`src/hw/rtl/rgb_pwm_gamma_brightness_assert.svh`:
```
// Assertion macros for the RGB PWM block, with an empty variant for builds without checks.
`ifndef RGB_PWM_GAMMA_BRIGHTNESS_ASSERT_SVH
`define RGB_PWM_GAMMA_BRIGHTNESS_ASSERT_SVH

`ifndef NO_ASSERTIONS
// Same-cycle implication, checked on every rising edge outside reset.
`define RPG_ASSERT_NOW(lbl, ante, cons) \
	lbl: assert property (@(posedge clk) disable iff (!arst_n) (ante) |-> (cons)) \
		else $error("rgb_pwm_gamma_brightness: same-cycle check failed");
// Next-cycle implication.
`define RPG_ASSERT_NEXT(lbl, ante, cons) \
	lbl: assert property (@(posedge clk) disable iff (!arst_n) (ante) |=> (cons)) \
		else $error("rgb_pwm_gamma_brightness: next-cycle check failed");
`else
`define RPG_ASSERT_NOW(lbl, ante, cons)
`define RPG_ASSERT_NEXT(lbl, ante, cons)
`endif

`endif

```
`src/hw/rtl/rgbpwm_pkg.sv`:
```
// Shared types, codes and helpers of the RGB PWM block.
package rgbpwm_pkg;

	localparam int LEVEL_W  = 9;
	localparam int CHANNELS = 3;
	localparam int CH_W     = 2;

	typedef logic [LEVEL_W-1:0] level_t;
	typedef logic [CH_W-1:0]    chan_t;

	localparam level_t LEVEL_MAX = 9'd256;

	// Item codes.
	localparam logic OP_TICK = 1'b0;
	localparam logic OP_SET  = 1'b1;

	// Channel indexes.
	localparam chan_t CH_RED   = 2'd0;
	localparam chan_t CH_GREEN = 2'd1;
	localparam chan_t CH_BLUE  = 2'd2;

	// Write of one reload level from the scaler.
	typedef struct packed {
		logic   we;
		chan_t  ch;
		level_t level;
	} lvl_wr_t;

	// Clamp a 9-bit request to the full-scale level.
	function automatic level_t sat_level(input level_t v);
		sat_level = (v > LEVEL_MAX) ? LEVEL_MAX : v;
	endfunction

endpackage

```
`src/hw/rtl/rgbpwm_in_if.sv`:
```
// Input channel: valid/ready handshake carrying one tick or set-colour item.
interface rgbpwm_in_if import rgbpwm_pkg::*; ();
	logic   valid;
	logic   ready;
	logic   op;
	level_t red;
	level_t green;
	level_t blue;
	level_t brightness;

	modport source (output valid, output op, output red, output green, output blue,
		output brightness, input ready);
	modport sink (input valid, input op, input red, input green, input blue,
		input brightness, output ready);
endinterface

```
`src/hw/rtl/rgbpwm_out_if.sv`:
```
// Output channel: valid/ready handshake carrying the pin levels after each item.
interface rgbpwm_out_if;
	logic valid;
	logic ready;
	logic pin_red;
	logic pin_green;
	logic pin_blue;
	logic period_start;

	modport source (output valid, output pin_red, output pin_green, output pin_blue,
		output period_start, input ready);
	modport sink (input valid, input pin_red, input pin_green, input pin_blue,
		input period_start, output ready);
endinterface

```
`src/hw/rtl/rgb_pwm_gamma_brightness.sv`:
```
// Three-channel active-low LED PWM with cubic gamma and brightness scaling.
// The result of every item is registered and shown in the cycle after its input transfer.
// Tick items can arrive back to back while the output side keeps taking results.
// A set-colour item holds the input off while the scaler runs: three multiplies on the shared
// multiplier and one write for each of the three channels. Reset: counter at 256, levels zero,
// pins high.
`include "rgb_pwm_gamma_brightness_assert.svh"

module rgb_pwm_gamma_brightness import rgbpwm_pkg::*; (
	input logic          clk,
	input logic          arst_n,
	rgbpwm_in_if.sink    in_ch,
	rgbpwm_out_if.source out_ch
);

	// Period counter runs 256 down to 0; the zero tick starts a new period.
	level_t     cnt_q;
	level_t     act_q [CHANNELS];
	level_t     rel_q [CHANNELS];
	logic [2:0] pin_q;
	logic       start_q;
	logic       out_valid_q;

	logic    in_xfer;
	logic    scl_busy;
	logic    scl_start;
	lvl_wr_t scl_wr;

	// An item is taken when the scaler is free and the result slot is empty or
	// being emptied in the same cycle. Pin state only moves on an input transfer,
	// so a stalled result holds steady without a separate copy.
	assign in_ch.ready = !scl_busy && (!out_valid_q || out_ch.ready);
	assign in_xfer     = in_ch.valid && in_ch.ready;
	assign scl_start   = in_xfer && (in_ch.op == OP_SET);

	// The scaler computes the three reload levels one multiply at a time.
	rgbpwm_scaler u_scaler (
		.clk    (clk),
		.arst_n (arst_n),
		.start  (scl_start),
		.red    (sat_level(in_ch.red)),
		.green  (sat_level(in_ch.green)),
		.blue   (sat_level(in_ch.blue)),
		.bright (sat_level(in_ch.brightness)),
		.busy   (scl_busy),
		.wr     (scl_wr)
	);

	// Reload levels are written by the scaler while no tick can be accepted.
	always_ff @(posedge clk or negedge arst_n) begin
		if (!arst_n) begin
			for (int i = 0; i < CHANNELS; i++) begin
				rel_q[i] <= '0;
			end
		end else if (scl_wr.we) begin
			case (scl_wr.ch)
				CH_RED:   rel_q[0] <= scl_wr.level;
				CH_GREEN: rel_q[1] <= scl_wr.level;
				default:  rel_q[2] <= scl_wr.level;
			endcase
		end
	end

	// PWM period logic, moved by tick items. A zero count reloads, latches new levels and turns all
	// LEDs off; otherwise a pin goes low when the count meets its level.
	// A level of zero is never met because the count is never compared at zero.
	always_ff @(posedge clk or negedge arst_n) begin
		if (!arst_n) begin
			cnt_q   <= LEVEL_MAX;
			pin_q   <= 3'b111;
			start_q <= 1'b0;
			for (int i = 0; i < CHANNELS; i++) begin
				act_q[i] <= '0;
			end
		end else if (in_xfer) begin
			if (in_ch.op == OP_SET) begin
				start_q <= 1'b0;
			end else if (cnt_q == '0) begin
				cnt_q   <= LEVEL_MAX;
				pin_q   <= 3'b111;
				start_q <= 1'b1;
				for (int i = 0; i < CHANNELS; i++) begin
					act_q[i] <= rel_q[i];
				end
			end else begin
				start_q <= 1'b0;
				cnt_q   <= cnt_q - 9'd1;
				for (int i = 0; i < CHANNELS; i++) begin
					if (cnt_q == act_q[i]) begin
						pin_q[i] <= 1'b0;
					end
				end
			end
		end
	end

	// Result slot: filled by each input transfer, emptied by an output transfer.
	always_ff @(posedge clk or negedge arst_n) begin
		if (!arst_n) begin
			out_valid_q <= 1'b0;
		end else if (in_xfer) begin
			out_valid_q <= 1'b1;
		end else if (out_ch.ready) begin
			out_valid_q <= 1'b0;
		end
	end

	assign out_ch.valid        = out_valid_q;
	assign out_ch.pin_red      = pin_q[0];
	assign out_ch.pin_green    = pin_q[1];
	assign out_ch.pin_blue     = pin_q[2];
	assign out_ch.period_start = start_q;

	// The input is never taken while the scaler is still writing levels.
	`RPG_ASSERT_NOW(a_no_take_while_busy, in_ch.ready, !scl_busy && !scl_wr.we)
	// A set-colour transfer keeps the scaler busy in the following cycle.
	`RPG_ASSERT_NEXT(a_set_starts_scaler, scl_start, scl_busy)
	// A period start always reports every LED off.
	`RPG_ASSERT_NOW(a_start_all_high, out_valid_q && start_q,
		pin_q[0] && pin_q[1] && pin_q[2])
	// The counter stays within the period range.
	`RPG_ASSERT_NOW(a_cnt_range, 1'b1, cnt_q <= LEVEL_MAX)

endmodule

```
`src/hw/rtl/rgbpwm_scaler.sv`:
```
// Iterative gamma and brightness scaler built around one shared multiplier.
module rgbpwm_scaler import rgbpwm_pkg::*; (
	input  logic    clk,
	input  logic    arst_n,
	input  logic    start,
	input  level_t  red,
	input  level_t  green,
	input  level_t  blue,
	input  level_t  bright,
	output logic    busy,
	output lvl_wr_t wr
);

	localparam logic ST_IDLE = 1'b0;
	localparam logic ST_RUN  = 1'b1;

	localparam logic [1:0] STEP_SQUARE = 2'd0;
	localparam logic [1:0] STEP_CUBE   = 2'd1;
	localparam logic [1:0] STEP_SCALE  = 2'd2;
	localparam logic [1:0] STEP_WRITE  = 2'd3;

	localparam chan_t LAST_CH = chan_t'(CHANNELS - 1);

	logic        state_q;
	logic [1:0]  step_q;
	chan_t       ch_q;
	level_t      col_q [CHANNELS];
	level_t      bright_q;
	logic [24:0] prod_q;

	level_t      col_sel;
	logic [9:0]  gamma_rnd;
	level_t      gamma;
	logic [16:0] mul_a;
	level_t      mul_b;
	logic [25:0] mul_p;

	always_comb begin
		case (ch_q)
			CH_RED:   col_sel = col_q[0];
			CH_GREEN: col_sel = col_q[1];
			default:  col_sel = col_q[2];
		endcase
	end

	// Cube scaled down by 2^16 with rounding; at most 256.
	assign gamma_rnd = prod_q[24:15] + 10'd1;
	assign gamma     = gamma_rnd[9:1];

	always_comb begin
		case (step_q)
			STEP_SQUARE: begin
				mul_a = {8'd0, col_sel};
				mul_b = col_sel;
			end
			STEP_CUBE: begin
				mul_a = prod_q[16:0];
				mul_b = col_sel;
			end
			default: begin
				mul_a = {8'd0, gamma};
				mul_b = bright_q;
			end
		endcase
	end

	assign mul_p = mul_a * mul_b;

	always_ff @(posedge clk or negedge arst_n) begin
		if (!arst_n) begin
			state_q <= ST_IDLE;
			step_q  <= STEP_SQUARE;
			ch_q    <= CH_RED;
		end else begin
			unique case (state_q)
				ST_IDLE: begin
					if (start) begin
						state_q <= ST_RUN;
						step_q  <= STEP_SQUARE;
						ch_q    <= CH_RED;
					end
				end
				ST_RUN: begin
					step_q <= step_q + 2'd1;
					if (step_q == STEP_WRITE) begin
						if (ch_q == LAST_CH) begin
							state_q <= ST_IDLE;
						end else begin
							ch_q <= ch_q + 2'd1;
						end
					end
				end
				default: state_q <= ST_IDLE;
			endcase
		end
	end

	always_ff @(posedge clk) begin
		if (state_q == ST_IDLE && start) begin
			col_q[0] <= red;
			col_q[1] <= green;
			col_q[2] <= blue;
			bright_q <= bright;
		end
		if (state_q == ST_RUN && step_q != STEP_WRITE) begin
			prod_q <= mul_p[24:0];
		end
	end

	assign busy     = (state_q == ST_RUN);
	assign wr.we    = (state_q == ST_RUN) && (step_q == STEP_WRITE);
	assign wr.ch    = ch_q;
	assign wr.level = prod_q[16:8];

endmodule
```
`src/flat_wrapper.sv`:
```
// flat-port wrapper written by rule: the top's interface ports become plain ports
module rgb_pwm_gamma_brightness_flat import rgbpwm_pkg::*;
  (clk, arst_n, in_ch_valid, in_ch_op, in_ch_red, in_ch_green, in_ch_blue, in_ch_brightness, in_ch_ready, out_ch_valid, out_ch_pin_red, out_ch_pin_green, out_ch_pin_blue, out_ch_period_start, out_ch_ready);
  rgbpwm_in_if in_ch_i ();
  rgbpwm_out_if out_ch_i ();
  input logic clk;
  input logic arst_n;
  input wire logic [$bits(in_ch_i.valid)-1:0] in_ch_valid;
  input wire logic [$bits(in_ch_i.op)-1:0] in_ch_op;
  input wire logic [$bits(in_ch_i.red)-1:0] in_ch_red;
  input wire logic [$bits(in_ch_i.green)-1:0] in_ch_green;
  input wire logic [$bits(in_ch_i.blue)-1:0] in_ch_blue;
  input wire logic [$bits(in_ch_i.brightness)-1:0] in_ch_brightness;
  output wire logic [$bits(in_ch_i.ready)-1:0] in_ch_ready;
  output wire logic [$bits(out_ch_i.valid)-1:0] out_ch_valid;
  output wire logic [$bits(out_ch_i.pin_red)-1:0] out_ch_pin_red;
  output wire logic [$bits(out_ch_i.pin_green)-1:0] out_ch_pin_green;
  output wire logic [$bits(out_ch_i.pin_blue)-1:0] out_ch_pin_blue;
  output wire logic [$bits(out_ch_i.period_start)-1:0] out_ch_period_start;
  input wire logic [$bits(out_ch_i.ready)-1:0] out_ch_ready;
  assign in_ch_i.valid = in_ch_valid;
  assign in_ch_i.op = in_ch_op;
  assign in_ch_i.red = in_ch_red;
  assign in_ch_i.green = in_ch_green;
  assign in_ch_i.blue = in_ch_blue;
  assign in_ch_i.brightness = in_ch_brightness;
  assign in_ch_ready = in_ch_i.ready;
  assign out_ch_valid = out_ch_i.valid;
  assign out_ch_pin_red = out_ch_i.pin_red;
  assign out_ch_pin_green = out_ch_i.pin_green;
  assign out_ch_pin_blue = out_ch_i.pin_blue;
  assign out_ch_period_start = out_ch_i.period_start;
  assign out_ch_i.ready = out_ch_ready;
  rgb_pwm_gamma_brightness u_core (.clk(clk), .arst_n(arst_n), .in_ch(in_ch_i), .out_ch(out_ch_i));
endmodule
```
`config.mk`:
```
export PLATFORM = sky130hd
export DESIGN_NAME = rgb_pwm_gamma_brightness_flat
export DESIGN_NICKNAME = d
export VERILOG_FILES = /design/src/hw/rtl/rgbpwm_pkg.sv /design/src/hw/rtl/rgbpwm_in_if.sv /design/src/hw/rtl/rgbpwm_out_if.sv /design/src/hw/rtl/rgb_pwm_gamma_brightness.sv /design/src/hw/rtl/rgbpwm_scaler.sv /design/src/flat_wrapper.sv
export VERILOG_INCLUDE_DIRS = /design/src /design/src/hw/rtl
export SDC_FILE = /design/constraint.sdc
export NUM_CORES = 1
export LEC_CHECK = 0
export ABC_AREA = 0
export BUFFER_PORTS_ARGS = -buffer_cell sky130_fd_sc_hd__buf_2
export CORE_ASPECT_RATIO = 2
export CORE_UTILIZATION = 60
export DETAILED_ROUTE_END_ITERATION = 6
export PLACE_DENSITY = 0.78
export SYNTH_ARGS = -nofsm -noshare
export SYNTH_HDL_FRONTEND = slang
export SYNTH_HIERARCHICAL = 1
export SYNTH_SLANG_ARGS = --single-unit
```
`constraint.sdc`:
```
create_clock -name clk -period 16.3 [get_ports clk]
set_input_delay 2.445 -clock clk [delete_from_list [all_inputs] [get_ports clk]]
set_output_delay 2.445 -clock clk [all_outputs]
set_load 0.03 [all_outputs]
```
# == Yosys cells after proc, flatten, opt, wreduce, memory -nomap -nowiden ==
# Memory sizes are Yosys's and may differ from the RTL's.
# Index checks and enable logic that the tools add are counted.
# classes
addsub,4
mul,1
order_cmp,4
eq_ne,11
muxes,26
bitwise,3
reduce_logical,27
# ops
cell,count
$mux W9,5
$gt A9 B9 Y1 const B,4
$pmux W17 S2,1
$eq A9 B9 Y1,3
$mul A17 B9 Y25,1
$pmux W9 S2,1
$reduce_and A3 Y1,5
$mux W1,12
$add A10 B1 Y10 const B,1
$logic_not A9 Y1,1
$sub A9 B1 Y9 const B,1
$pmux W2 S2,2
$reduce_and A2 Y1,4
$reduce_bool A2 Y1,4
$logic_and A1 B1 Y1,6
$mux W2,3
$ne A2 B2 Y1 const B,3
$add A2 B1 Y2 const B,2
$eq A2 B1 Y1 const B,2
$eq A2 B2 Y1 const B,2
$logic_not A2 Y1,2
$reduce_or A2 Y1,2
$mux W3,1
$not A1 Y1,3
other kinds (4),5
# word_totals
ff_bits,107
ramBits,27
inputBits,41
out_inout_bits,6
n_memories,1
# mem_list
memory,words,width,rd,rd_ports_with_merged_regs,wr,line_no,rtl
u_core.u_scaler.col_q,3,9,3,0,3,rgbpwm_scaler.sv:27,level_t col_q [CHANNELS];

# == Longest topological paths before layout ==
# logic_depth
word_depth,8
depth_mapped,26
depth_no_buf,23

# == Hierarchy ==
# The synthesis kept the hierarchy.
# modules_own_cells
module,instances,cells_per_inst,area_each_um2
rgbpwm_scaler,1,771,7516.0
rgb_pwm_gamma_brightness,1,267,3270.6

# == Worst setup path after synthesis ==
# Ideal clock, no wire load.
# synth_path
path_kind,register -> register
from,register u_core.u_scaler.step_q[0]
to,register u_core.u_scaler.prod_q[23] (data pin)
t_arrival_ns,5.676
path_slack_ns,10.368
path_stages_with_launch,23
n_path_buf,4
path_cell_list,dfrtp_1 -> inv_1 -> ha_1 -> buf_2 -> or2_1 -> clkbuf_1 -> buf_4 -> mux2i_1 -> buf_2 -> nor2_1 -> fa_1 -> fa_1 -> fa_1 -> inv_1 -> fa_1 -> inv_1 -> ha_1 -> o21ai_1 -> or3b_4 -> a311oi_2 -> o21ai_2 -> o21ba_1 -> o211a_1
# synth_via
elab_chain_len,4
elab_cells_between_ends,6
# synth_lines
element,line_no,rtl
"start, declared",rgbpwm_scaler.sv:25,logic [1:0] step_q;
"start signal, assigned",rgbpwm_scaler.sv:84,step_q <= step_q + 2'd1;
$eq A2 B1 Y1 / $logic_not A2 Y1 (equally long branches),rgbpwm_scaler.sv:51,case (step_q)
$reduce_or A2 Y1 (no source line),-,
$mux W9,rgbpwm_scaler.sv:51,
$mul A17 B9 Y25 (*),rgbpwm_scaler.sv:67,assign mul_p = mul_a * mul_b;
named net u_core.u_scaler.mul_p[23],rgbpwm_scaler.sv:36,logic [25:0] mul_p;
"end signal, assigned",rgbpwm_scaler.sv:106,prod_q <= mul_p[24:0];
"end, declared",rgbpwm_scaler.sv:29,logic [24:0] prod_q;
# Mark *: on every way through the listed nets, which the timed path passes. The rest lies on a longest branch.
# A chain may end at the register's enable or synchronous reset.

# == Worst setup path in the final report ==
# layout_path
from,register u_core.u_scaler.step_q[1]
to,register u_core.u_scaler.prod_q[23] (data pin)
# Same word-level chain as after synthesis.

==> metrics.md <==
| Metric | Value |
|---|---|
| Die Y | 192 um |
| Post-Syn Area | 10800 um2 |
| Hold depth | 2 |
| Post-placement cell count | 1260 |
| Final RePlAce weighted congestion | 0.945 |
| Site Rows | 69 |
| Status | finished clean |
| First-pass GRT wire length | 41.2 mm |
| Vias per cell | 5.80 |
| Max Fclk | 0.143 GHz |
| CP Launch Type | register |
| Hpwl dp | 19.6 mm |
| Crit-path slowest cell | a221oi_1 |
| Ys flop type | dfrtp_1 |
| Tot GR Track Use | 29.5% |
| Synthesis-stage register bit count | 134 |
| DRT iter0 DRCs | 415 |
| CP cell instances | inv_1, ha_1, buf_4, or2_1, nor2_1, a221oi_1, nor2_1, fa_1, fa_1, fa_1, inv_1, fa_1, inv_1, ha_1, o21ai_1, or3b_4, a311oi_2, o21ai_2, o21ba_1, o211a_1 |
| CTS Root Cell | clkbuf_16 |
| FF-to-FF setup slack | 9.30 ns |
| Synth Area in Adders | 25.5% |
| Hold slack | 0.467 ns |
| Avg WL per Cell | 19.5 um |
| Worst Hold Launch | u_core/pin_q[2]$_DFFE_PN1P_ |
| Setup TNS | 0 ns |
| CTS clk-pin slew, worst paths | 0.06 ns |
| Inserted Clock Buffers | 17 |
| Worst Path Buf+Inv | 4 |
| Post-CTS sizing | 0 |
| Vias in the first global route | 8224 |
| Worst setup margin | 9.30 ns |
| Layout Nets | 1264 |
| Clk_lat worst skew | 0.42 ns |
| Largest net degree at the start of global routing | 74 |
| Final WL | 25.2 mm |
| Arrival time at the worst endpoint | 7.18 ns |
| Distinct cells, synth | 71 |
| Full die area | 18600 um2 |
| Max-cap violation count | 0 |
| Seq/Total Area, Yosys | 34.0% |
| R2R cell count | 20 |
| Cts hold-fix bufs | 0 |
| Post-synthesis mux area share | 6.03% |
| Crit path capture type | register |
| CTS sink cnt | 134 |
| Starting Density | 60.9% |
| Router iterations before antenna repair | 5 |
| Worst-Margin Slew | 0.952 ns |
| CP most frequent cell | fa_1 |
| Final setup vio count | 0 |
| Place WS | 9.41 ns |
| Type of the most critical hold path | reg -> reg |
| Syn Inst Count | 1038 |
| Global route total overflow | 0 |
| Worst stage delay on the critical path | 0.75 ns |
| Largest family of logic cells by synthesized area | adder cells |
| Period Utilization, post-route | 43.0% |
| Worst R2R Start | u_core/u_scaler/step_q[1]$_DFFE_PN0P_ |
| H-tree levels | 4 |
| Critical Setup Path Class | reg -> reg |
| CTS tree | done |
| Post-CTS Setup Bufs | 0 |
| Clock Path Buffers | 2 |
| # IOs | 47 |
| R2r endpoint | u_core/u_scaler/prod_q[23]$_DFFE_PP_ |
| Port buffer count | 46 |
| Placeable core area | 17700 um2 |
| Hold Vio Cnt, Final | 0 |
| Post-route ant nets | 0 |
| Slew Viols, Final | 0 |
| Crit path from | u_core/u_scaler/step_q[1]$_DFFE_PN0P_ |
| Synth Warn # | 6 |
| Worst endpoint required time | 16.47 ns |
| Chip Width | 96.8 um |
| P&R area growth vs syn | 8.44% |
| Setup Skew | 0.0120 ns |
| DR vias | 7500 |
| Syn nets | 1236 |
| RSZ-0062 raised after global routing | no |
| Crit path time final | 7.00 ns |
| Residual DRC count | 0 |
| Hold Path End | u_core/pin_q[2]$_DFFE_PN1P_ |
| Synth Area in XOR/XNOR | 4.87% |
| Crit path max fanout | 44 |
| Post-synthesis simple-gate area fraction | 15.1% |
| Share of cells above drive strength 1 | 13.9% |
| Rel. slew slack | 36.3% |
| Synth Area per Inst | 10.4 um2 |
| Post-synth EDFFs | 61 |
| Largest delay share family, worst path | adder cells |
| Initial antenna violation count | 0 |
| Post-synthesis compound-gate area fraction | 7.04% |
| Non-filler cells, final | 1293 |
| Async S/R FF share, synth | 54.5% |
## Yosys cell counts (all sizes together), types with 5 or more instances
cell type  number  area (um2)
inv           146         548
nor2          117         442
fa            105        2100
nand2          72         270
dfrtp          69        1730
edfxtp         61        1830
mux2           56         631
ha             52         651
xnor2          48         420
nor2b          41         257
nand3          34         170
buf            32         195
nand2b         28         175
a21oi          21         105
o21ai          18        93.8
clkbuf         17        65.1
xor2           12         105
a21o           10        81.3
nand4           7        43.8
nor3            7        35.0
a221oi          6        83.8
a22oi           6        45.0
and2            6        37.5
a22o            5        43.8
o21a            5        37.5
## per-stage QoR
step | utilization, % | cell area [um2]
finish | 66.1 | 11700
global route | 66.1 | 11700
CTS | 66.1 | 11700
detailed placement | 62.8 | 11100
global placement | 62.8 | 11100
floorplan | - | 10800
## cell type report
cell class / instances / area [um2]
antenna: 1 / 2.50
clock buffer: 20 / 458
clock inverter: 12 / 116
fill: 1401 / 6000
inverter: 146 / 548
multi-input combinational: 709 / 6320
sequential: 134 / 3660
tap: 213 / 267
timing repair buffer: 58 / 320
## logic make-up (layout without fill, tap and decap cells)
logic type | count (synthesis) | count (layout)
and+or+nand+nor | 334 | 334
buffers and inverters | 195 | 236
adders and majority gates | 157 | 157
DFF | 134 | 134
AOI/OAI and AO/OA | 100 | 100
xor gates and xnor gates | 60 | 60
muxes | 58 | 58
other | 0 | 1
## state kept, by name, indices dropped and copies added (netlist names)
signal / cells
u_core/cnt_q: 9
u_core/act_q: 27
u_core/u_scaler/bright_q: 9
u_core/u_scaler/step_q: 2
u_core/u_scaler/prod_q: 25
u_core/rel_q: 27
u_core/pin_q: 3
u_core/out_ch.period_start: 1
u_core/u_scaler/busy: 1
u_core/u_scaler/col_q: 27
u_core/out_ch.valid: 1
u_core/u_scaler/ch_q: 2
## per-layer routing
layer | GRT usage [%] | wire [um] | up-vias | share of wire [%]
met1 | 28.0 | 8240 | 3706 | 33
met2 | 54.8 | 14000 | 247 | 55
met3 | 3.89 | 902 | 113 | 3.6
met4 | 25.8 | 2070 | 0 | 8.2
li1 | - | - | 3434 | -
met5 | 0 | 0 | - | 0
## worst register-to-register path, delay by kind of cell, from the launching register on
kind	cells	cell delay, ns
buffers and inverters	4	0.59
AND/OR/NAND/NOR	4	1.40
flip-flops	1	0.38
adder cells (fa/ha/maj)	6	2.64
AO/OA/AOI/OAI	6	1.74
## worst max-delay path by stage
stage | cells after the start | to
after global routing | 19 | u_core/u_scaler/prod_q[24]$_DFFE_PP_
after CTS | 20 | u_core/u_scaler/prod_q[23]$_DFFE_PP_
after floorplan | 22 | u_core/u_scaler/prod_q[23]$_DFFE_PP_
after detailed placement | 20 | u_core/u_scaler/prod_q[23]$_DFFE_PP_
final | 20 | u_core/u_scaler/prod_q[23]$_DFFE_PP_
after global placement | 21 | u_core/u_scaler/prod_q[23]$_DFFE_PP_
## layout by cell type, fill, tap and decap left out, types with 34 or more instances in the layout
master	synthesis	routed
nand3_1	34	34
inv_1	146	146
xnor2_1	48	48
nor2_1	116	116
nand2_1	72	72
fa_1	105	105
ha_1	52	52
buf_2	15	46
edfxtp_1	61	61
nor2b_1	41	40
dfrtp_1	69	69
Power is left out: the tool's default activity adds up to more than one toggle a clock period on the data nets, which glitch-free logic cannot reach.
